`config.mk`:
```
export PLATFORM = sky130hd
export DESIGN_NAME = ffcc_sqrt
export DESIGN_NICKNAME = d
export VERILOG_FILES = /design/src/hw/rtl/ffcc_pkg.sv /design/src/hw/rtl/ffcc_sqrt.sv
export SDC_FILE = /design/constraint.sdc
export NUM_CORES = 2
export LEC_CHECK = 0
export BUFFER_PORTS_ARGS = -buffer_cell sky130_fd_sc_hd__buf_2
export CAP_MARGIN = 30
export CORE_ASPECT_RATIO = 1.75
export CORE_MARGIN = 2
export CORE_UTILIZATION = 50
export DETAILED_ROUTE_END_ITERATION = 10
export PLACE_DENSITY = 0.7
export SLEW_MARGIN = 25
export SYNTH_ARGS = -nofsm -noshare
export SYNTH_HDL_FRONTEND = slang
export SYNTH_SLANG_ARGS = --single-unit
```
`constraint.sdc`:
```
create_clock -name clk -period 2.7 [get_ports clk]
set_input_delay 0.27 -clock clk [delete_from_list [all_inputs] [get_ports clk]]
set_output_delay 0.27 -clock clk [all_outputs]
set_load 0.02 [all_outputs]
```
`src/hw/rtl/ffcc_pkg.sv`:
```
// Shared types, constants and helpers for the force-free current correction block.
// Used by every module under hw/rtl; depends on nothing.
package ffcc_pkg;

	// number format and datapath widths
	localparam int FRAC_BITS = 16;
	localparam int NUM_W     = 96;   // dividend: 64-bit magnitude times 32-bit factor
	localparam int DEN_W     = 64;   // divisor: sum of three squares plus floor
	localparam int QUO_W     = 33;   // quotient bits kept before saturation
	localparam int ROOT_W    = 16;   // square root of a 32-bit quotient
	localparam int ADDR_W    = 5;

	// pipeline depth of each unit
	localparam int FRONT_STAGES = 4;
	localparam int DIV_STAGES   = QUO_W + 1;
	localparam int SQRT_STAGES  = ROOT_W;
	localparam int BACK_STAGES  = 4;
	localparam int LATENCY      = FRONT_STAGES + DIV_STAGES + SQRT_STAGES + BACK_STAGES;

	localparam logic [16:0] ONE = 17'(1 << FRAC_BITS);

	// register indexes on the configuration port
	typedef enum logic [2:0] {
		REG_PASS_MODE   = 3'd0,
		REG_AXIS_SELECT = 3'd1,
		REG_TIME_STEP   = 3'd2,
		REG_INV_STEP    = 3'd3,
		REG_DENOM_FLOOR = 3'd4
	} reg_idx_t;

	// pass_mode and axis_select codes
	localparam logic [1:0] MODE_DRIFT    = 2'd0;
	localparam logic [1:0] MODE_PARALLEL = 2'd1;
	localparam logic [1:0] MODE_LIMIT    = 2'd2;
	localparam logic [1:0] AXIS_X        = 2'd0;
	localparam logic [1:0] AXIS_Y        = 2'd1;
	localparam logic [1:0] AXIS_Z        = 2'd2;

	typedef enum logic [1:0] {
		OP_DRIFT,
		OP_PARALLEL,
		OP_LIMIT,
		OP_PASS
	} op_t;

	typedef struct packed {
		logic [1:0]  pass_mode;
		logic [1:0]  axis_select;
		logic [16:0] time_step;
		logic [31:0] inv_time_step;
		logic [15:0] denom_floor;
	} cfg_t;

	// per-beat context carried alongside the arithmetic
	typedef struct packed {
		op_t                op;
		logic               sgn;    // sign of the quotient (drift, parallel)
		logic               gt;     // E^2 above B^2 (limit)
		logic signed [31:0] e_own;
		logic signed [31:0] e_pend;
		logic signed [31:0] j_own;
	} side_t;

	function automatic logic signed [31:0] sat32(input logic signed [67:0] v);
		logic signed [31:0] r;
		if (v > 68'sd2147483647) begin
			r = 32'sh7FFFFFFF;
		end else if (v < -68'sd2147483648) begin
			r = 32'sh80000000;
		end else begin
			r = v[31:0];
		end
		return r;
	endfunction

endpackage

```
`src/hw/rtl/ffcc_sqrt.sv`:
```
// Pipelined integer square root of the low 32 quotient bits, one result bit per stage.
// Carries the quotient and its overflow flag alongside; uses ffcc_pkg.
module ffcc_sqrt (
	input  logic            clk,
	input  logic            arst_n,
	input  logic            valid_in,
	input  ffcc_pkg::side_t side_in,
	input  logic [32:0]     quo_in,
	input  logic            ovf_in,
	output logic            valid_out,
	output ffcc_pkg::side_t side_out,
	output logic [15:0]     root,
	output logic [32:0]     quo_out,
	output logic            ovf_out
);

	localparam int STEPS = ffcc_pkg::ROOT_W;

	logic            valid_s [0:STEPS-1];
	logic [31:0]     v_s     [0:STEPS-1];
	logic [31:0]     res_s   [0:STEPS-1];
	logic [32:0]     quo_s   [0:STEPS-1];
	logic            ovf_s   [0:STEPS-1];
	ffcc_pkg::side_t side_s  [0:STEPS-1];

	for (genvar k = 0; k < STEPS; k++) begin : g_step
		localparam logic [31:0] BIT = 32'(1) << (2 * (STEPS - 1 - k));
		logic            valid_i, ovf_i, fits;
		logic [31:0]     v_i, res_i;
		logic [32:0]     quo_i, trial;
		ffcc_pkg::side_t side_i;

		if (k == 0) begin : g_first
			assign valid_i = valid_in;
			assign v_i     = quo_in[31:0];
			assign res_i   = '0;
			assign quo_i   = quo_in;
			assign ovf_i   = ovf_in;
			assign side_i  = side_in;
		end else begin : g_next
			assign valid_i = valid_s[k-1];
			assign v_i     = v_s[k-1];
			assign res_i   = res_s[k-1];
			assign quo_i   = quo_s[k-1];
			assign ovf_i   = ovf_s[k-1];
			assign side_i  = side_s[k-1];
		end

		assign trial = 33'(res_i) + 33'(BIT);
		assign fits  = 33'(v_i) >= trial;

		always_ff @(posedge clk or negedge arst_n) begin
			if (!arst_n) begin
				valid_s[k] <= 1'b0;
			end else begin
				valid_s[k] <= valid_i;
			end
		end

		always_ff @(posedge clk) begin
			v_s[k]    <= fits ? v_i - trial[31:0] : v_i;
			res_s[k]  <= fits ? (res_i >> 1) + BIT : res_i >> 1;
			quo_s[k]  <= quo_i;
			ovf_s[k]  <= ovf_i;
			side_s[k] <= side_i;
		end
	end

	assign valid_out = valid_s[STEPS-1];
	assign side_out  = side_s[STEPS-1];
	assign root      = res_s[STEPS-1][15:0];
	assign quo_out   = quo_s[STEPS-1];
	assign ovf_out   = ovf_s[STEPS-1];

endmodule

```
### Word level (Yosys, flattened, before mapping)

Memories as Yosys holds them, arrays and structs flattened.
Cells that the tools add are included.

* register bits: 16
* bits in latches: 0
* bits in writable memories: 3168
* ROM bits: 0
* bits of input ports: 137
* output and inout port bits: 151
* word-level logic and storage cells: 115
* memories kept: 5

* add/subtract/negate cells: 46
* multipliers: 0
* divide/modulo/power cells: 0
* $lt $le $gt $ge: 16
* equality and inequality tests: 0
* shift-type cells: 0
* multiplexer cells: 32
* bitwise logic cells: 0
* reductions and logical operators: 0

Memory list
* side_s: words 16, width 100, rd ports 16, clocked after Yosys merged registers in 0, wr ports 16, RTL line ffcc_sqrt.sv:24 `ffcc_pkg::side_t side_s [0:STEPS-1];`
* quo_s: words 16, width 33, rd ports 16, clocked after Yosys merged registers in 0, wr ports 16, RTL line ffcc_sqrt.sv:22 `logic [32:0] quo_s [0:STEPS-1];`
* res_s: words 16, width 32, rd ports 16, clocked after Yosys merged registers in 0, wr ports 16, RTL line ffcc_sqrt.sv:21 `logic [31:0] res_s [0:STEPS-1];`
* v_s: words 16, width 32, rd ports 15, clocked after Yosys merged registers in 0, wr ports 16, RTL line ffcc_sqrt.sv:20 `logic [31:0] v_s [0:STEPS-1];`
* ovf_s: words 16, width 1, rd ports 16, clocked after Yosys merged registers in 0, wr ports 16, RTL line ffcc_sqrt.sv:23 `logic ovf_s [0:STEPS-1];`

Operators by type and width (count)
* 2-to-1 mux 32 bit: 31
* greater-or-equal comparator 32 x 33 -> 1 bit: 15
* subtractor 32 bit: 15
* adder 32 x 1 -> 33 bit (second input constant): 1
* adder 32 x 11 -> 33 bit (second input constant): 1
* adder 32 x 13 -> 33 bit (second input constant): 1
* adder 32 x 15 -> 33 bit (second input constant): 1
* adder 32 x 17 -> 33 bit (second input constant): 1
* adder 32 x 19 -> 33 bit (second input constant): 1
* adder 32 x 21 -> 33 bit (second input constant): 1
* adder 32 x 23 -> 33 bit (second input constant): 1
* adder 32 x 25 -> 33 bit (second input constant): 1
* adder 32 x 27 -> 33 bit (second input constant): 1
* adder 32 x 29 -> 33 bit (second input constant): 1
* adder 32 x 3 -> 33 bit (second input constant): 1
* adder 32 x 5 -> 33 bit (second input constant): 1
* adder 32 x 7 -> 33 bit (second input constant): 1
* adder 32 x 9 -> 33 bit (second input constant): 1
* adder 31 x 1 -> 32 bit (second input constant): 1
* adder 31 x 11 -> 32 bit (second input constant): 1
* adder 31 x 13 -> 32 bit (second input constant): 1
* adder 31 x 15 -> 32 bit (second input constant): 1
* adder 31 x 17 -> 32 bit (second input constant): 1
* adder 31 x 19 -> 32 bit (second input constant): 1
* other kinds (12): 12

### Logic depth before layout (Yosys ltp)

An unclocked memory read counts as a cell.

* depth after elaboration: 4
* mapped depth: 12
* mapped depth without buffers: 10

### Least setup slack after synthesis

No wires, ideal clock.

* kind: reg-to-reg
* from: memory res_s[9][21]
* to: memory v_s[10][29] (netlist: v_s[1][93])
* library setup time: 0.128 ns
* data arrival time: 2.481 ns
* setup slack: 0.090 ns
* cell stages (with the launch flop): 12
* buffers on the path: 2
* cell sequence: dfxtp_1 inv_1 ha_1 or4_1 buf_2 nor4_2 a21boi_1 or4b_1 buf_2 and2_4 nor3b_1 xor2_1

RTL lines (RTL line)
* start: declaration: ffcc_sqrt.sv:21
* end: declaration: ffcc_sqrt.sv:20

==> qor.yml <==
max-cap-violations: 0
power_density_nw_per_um2: 1118
critPathArrivalTime_ns: 3.39
crit_path_end_kind: "flop"
core_area_sq_um: 122300
clock-sinks: 2536
clock.fmax_ghz: 0.3733
drive_above_1_share_pct: 16.69
drcViolationCount: 0
fin_crit_ns: 2.679
ctsLongestPathBuffers: 3
die_h_um: 467.7
clock_latency_ns: 0.82
worstSetupPathType: "flop to flop"
ios: 288
async_flop_share_pct: 0.6309
ant_nets: 0
p_leak_nw: 32.51
cts_made_buffers: 195
drt_iter0_markers: 1159
via_per_inst: 4.493
start_util_pct: 50.23
grt_setup_unrepaired: "yes"
layout_common_cells: "dfxtp_1, buf_2, clkbuf_16"
place.gp.congestion: 0.8937
finalSetupViolCount: 0
die_w_um: 269.0
cts_tree: "built"
ys_warn_count: 0
ir_drop_uv: 841.0
path_clk_slew_ns: 0.08
final_common_cell: "dfxtp_1"
area_growth_pct: 21.16
dp_hpwl_um: 62250
grt_pass1_wl_um: 151900
final_net_count: 5174
fillCellCount: 9128
slew_violations: 0
drt-total-wl_um: 96320
mappedNetlistArea_sq_um: 61440
port-buffer-count: 287
htreeDepth: 4
dp_cells: 6182
synth_cells: 4172
pre_cts_ws_ns: -0.01547
grt.total_usage_pct: 15.34
overflow: 0
skew_ns: 0.06157
fin_crit_sh_pct: 99.21
post-route-util_pct: 60.86
final_area_sq_um: 74430
synth_nets: 4459
placed_cell_area_sq_um: 65760
firstDrtPassIters: 5
layout.cells.non_filler: 6693
ys_seq_elements: 2536
relSlewSlack_pct: 37.64
ys_types: 69
startpoint_type: "flop"
ys_seq_area_share_pct: 82.77
clockRootBuffer: "clkbuf_16"
rows: 170
worst_slew_pin_slew_ns: 0.9268
die-area_sq_um: 125800
hold_viol_final: 0
synth.avg_cell_area_sq_um: 14.73
worst-path-max-fanout: 5
worst_ep_required_time_ns: 3.41
worstHoldPathType: "input pin to flop"
post_drt_wl_per_cell_um: 14.39
finalWorstSetupSlack_ns: 0.02121
vias: 30070
status: "completed"
fin_setup_tns_ns: 0
grt_pass1_vias: 31170
antenna_found_initial: 3
ys.flop_type: "dfxtp_1"
synth_edf_count: 0
grt_start_max_net_pins: 26
==> cell usage after synthesis (7+ instances only) <==
| library cell | instances | share of area, % |
|---|---|---|
| a21o_1 | 36 | 0.44 |
| dfxtp_1 | 2520 | 82 |
| nor3_1 | 64 | 0.52 |
| nand4b_1 | 11 | 0.16 |
| a21boi_0 | 7 | 0.086 |
| xnor2_1 | 103 | 1.5 |
| nor2b_1 | 20 | 0.20 |
| o31ai_1 | 18 | 0.22 |
| dfrtp_1 | 16 | 0.65 |
| clkbuf_1 | 26 | 0.16 |
| inv_1 | 180 | 1.1 |
| o21bai_1 | 12 | 0.15 |
| buf_2 | 9 | 0.073 |
| o21a_1 | 31 | 0.38 |
| nand3_1 | 34 | 0.28 |
| mux2_2 | 22 | 0.40 |
| nand2b_1 | 33 | 0.34 |
| nor4b_1 | 15 | 0.21 |
| a21oi_1 | 124 | 1.0 |
| nor2_1 | 147 | 0.90 |
| nand2_1 | 132 | 0.81 |
| ha_1 | 150 | 3.1 |
| nor4_1 | 78 | 0.79 |
| or4_1 | 14 | 0.17 |
| xor2_1 | 84 | 1.2 |
| nand4_1 | 39 | 0.40 |
| a211oi_1 | 21 | 0.26 |
| or3_1 | 16 | 0.16 |
| o21ai_0 | 98 | 0.80 |
| nand3b_1 | 9 | 0.11 |
==> metrics by stage <==
step	hold WS [ns]	total power [W]
after global placement	0.1812	0.05375
after CTS	0.005480	0.08385
after floorplan	-0.02559	0.05048
after global routing	0.02153	0.08708
final	0.08138	0.08319
after detailed placement	0.2060	0.05404
==> power breakdown <==
group          internal, W  leakage [nW]  switching (W)
clock network       0.0165          3.34         0.0130
logic              0.00486          7.76        0.00555
registers           0.0412          21.4        0.00204
==> cells by family (layout without fill, tap and decap cells) <==
family / count (synthesis) / in the layout / share of synthesized area (%)
adder cells (fa/ha/maj): 150 / 150 / 3.055
AND/OR/NAND/NOR: 649 / 649 / 5.560
multiplexers: 28 / 28 / 0.5010
buffers and inverters: 219 / 1103 / 1.356
AO/OA/AOI/OAI: 403 / 404 / 4.096
other: 0 / 2 / 0
XOR/XNOR: 187 / 187 / 2.666
flip-flops: 2536 / 2536 / 82.77
==> per-layer routing <==
layer / share of wire [%] / up-vias / wire [um] / GRT usage, %
li1: - / 15200 / - / -
met4: 4.5 / 0 / 4352 / 8.215
met3: 4.6 / 261 / 4465 / 3.752
met1: 37 / 14000 / 35660 / 14.78
met2: 54 / 618 / 51840 / 29.40
met5: 0 / - / 0 / 0
==> worst paths after layout <==
| check | start | end | slack, ns | cells past startpoint |
|---|---|---|---|---|
| worst min register to register | side_s[1][186]$_DFF_P_ | side_s[1][286]$_DFF_P_ | 0.29 | 0 |
| worst min-delay path | side_in[66] | side_s[0][66]$_DFF_P_ | 0.08 | 2 |
| worst max register to register | res_s[12][6]$_DFF_P_ | v_s[1][189]$_DFF_P_ | 0.02 | 9 |
| max in group asynchronous | arst_n | g_step[12].valid_i$_DFF_PN0_ | 1.55 | 3 |
| min in group asynchronous | arst_n | g_step[2].valid_i$_DFF_PN0_ | 0.65 | 3 |
| worst max-delay path | res_s[12][6]$_DFF_P_ | v_s[1][189]$_DFF_P_ | 0.02 | 9 |
==> layout make-up <==
class	instances	area, sq um	area share [%]
Sequential cell	2536	50850	68.32
Multi-Input combinational cell	1418	10110	13.58
Clock buffer	271	5545	7.450
Timing Repair Buffer	554	3845	5.166
Tap cell	1634	2044	2.747
Clock inverter	96	1351	1.815
Inverter	182	683.2	0.9178
Antenna cell	2	5.005	0.006724
==> sequential cells by signal (all words and copies together), names as in the netlist <==
register and flops:
quo_s 288, v_s 480, ovf_s 16, side_s 1600, res_s 136, valid_out 1, g_step.valid_i 15
==> worst max-delay path, stage by stage, from the launching register on <==
cell and delay, ns:
dfxtp_2 0.33, inv_1 0.06, ha_4 0.30, nand4b_1 0.11, or4_4 0.44, o31a_1 0.41
o211a_4 0.22, buf_4 0.16, nor4_1 0.36, xor2_1 0.18
==> what timing repair did <==
item                                    in CTS  in global routing
hold buffers                               137                  0
pin swaps                                    3                 14
endpoints found under the setup margin      20                110
resized for setup                            9                 70
gates cloned                                 0                  1
hold endpoints to repair                   154                  0
setup buffers                                1                  3
Note: power is estimated with default switching activity, not from simulation.
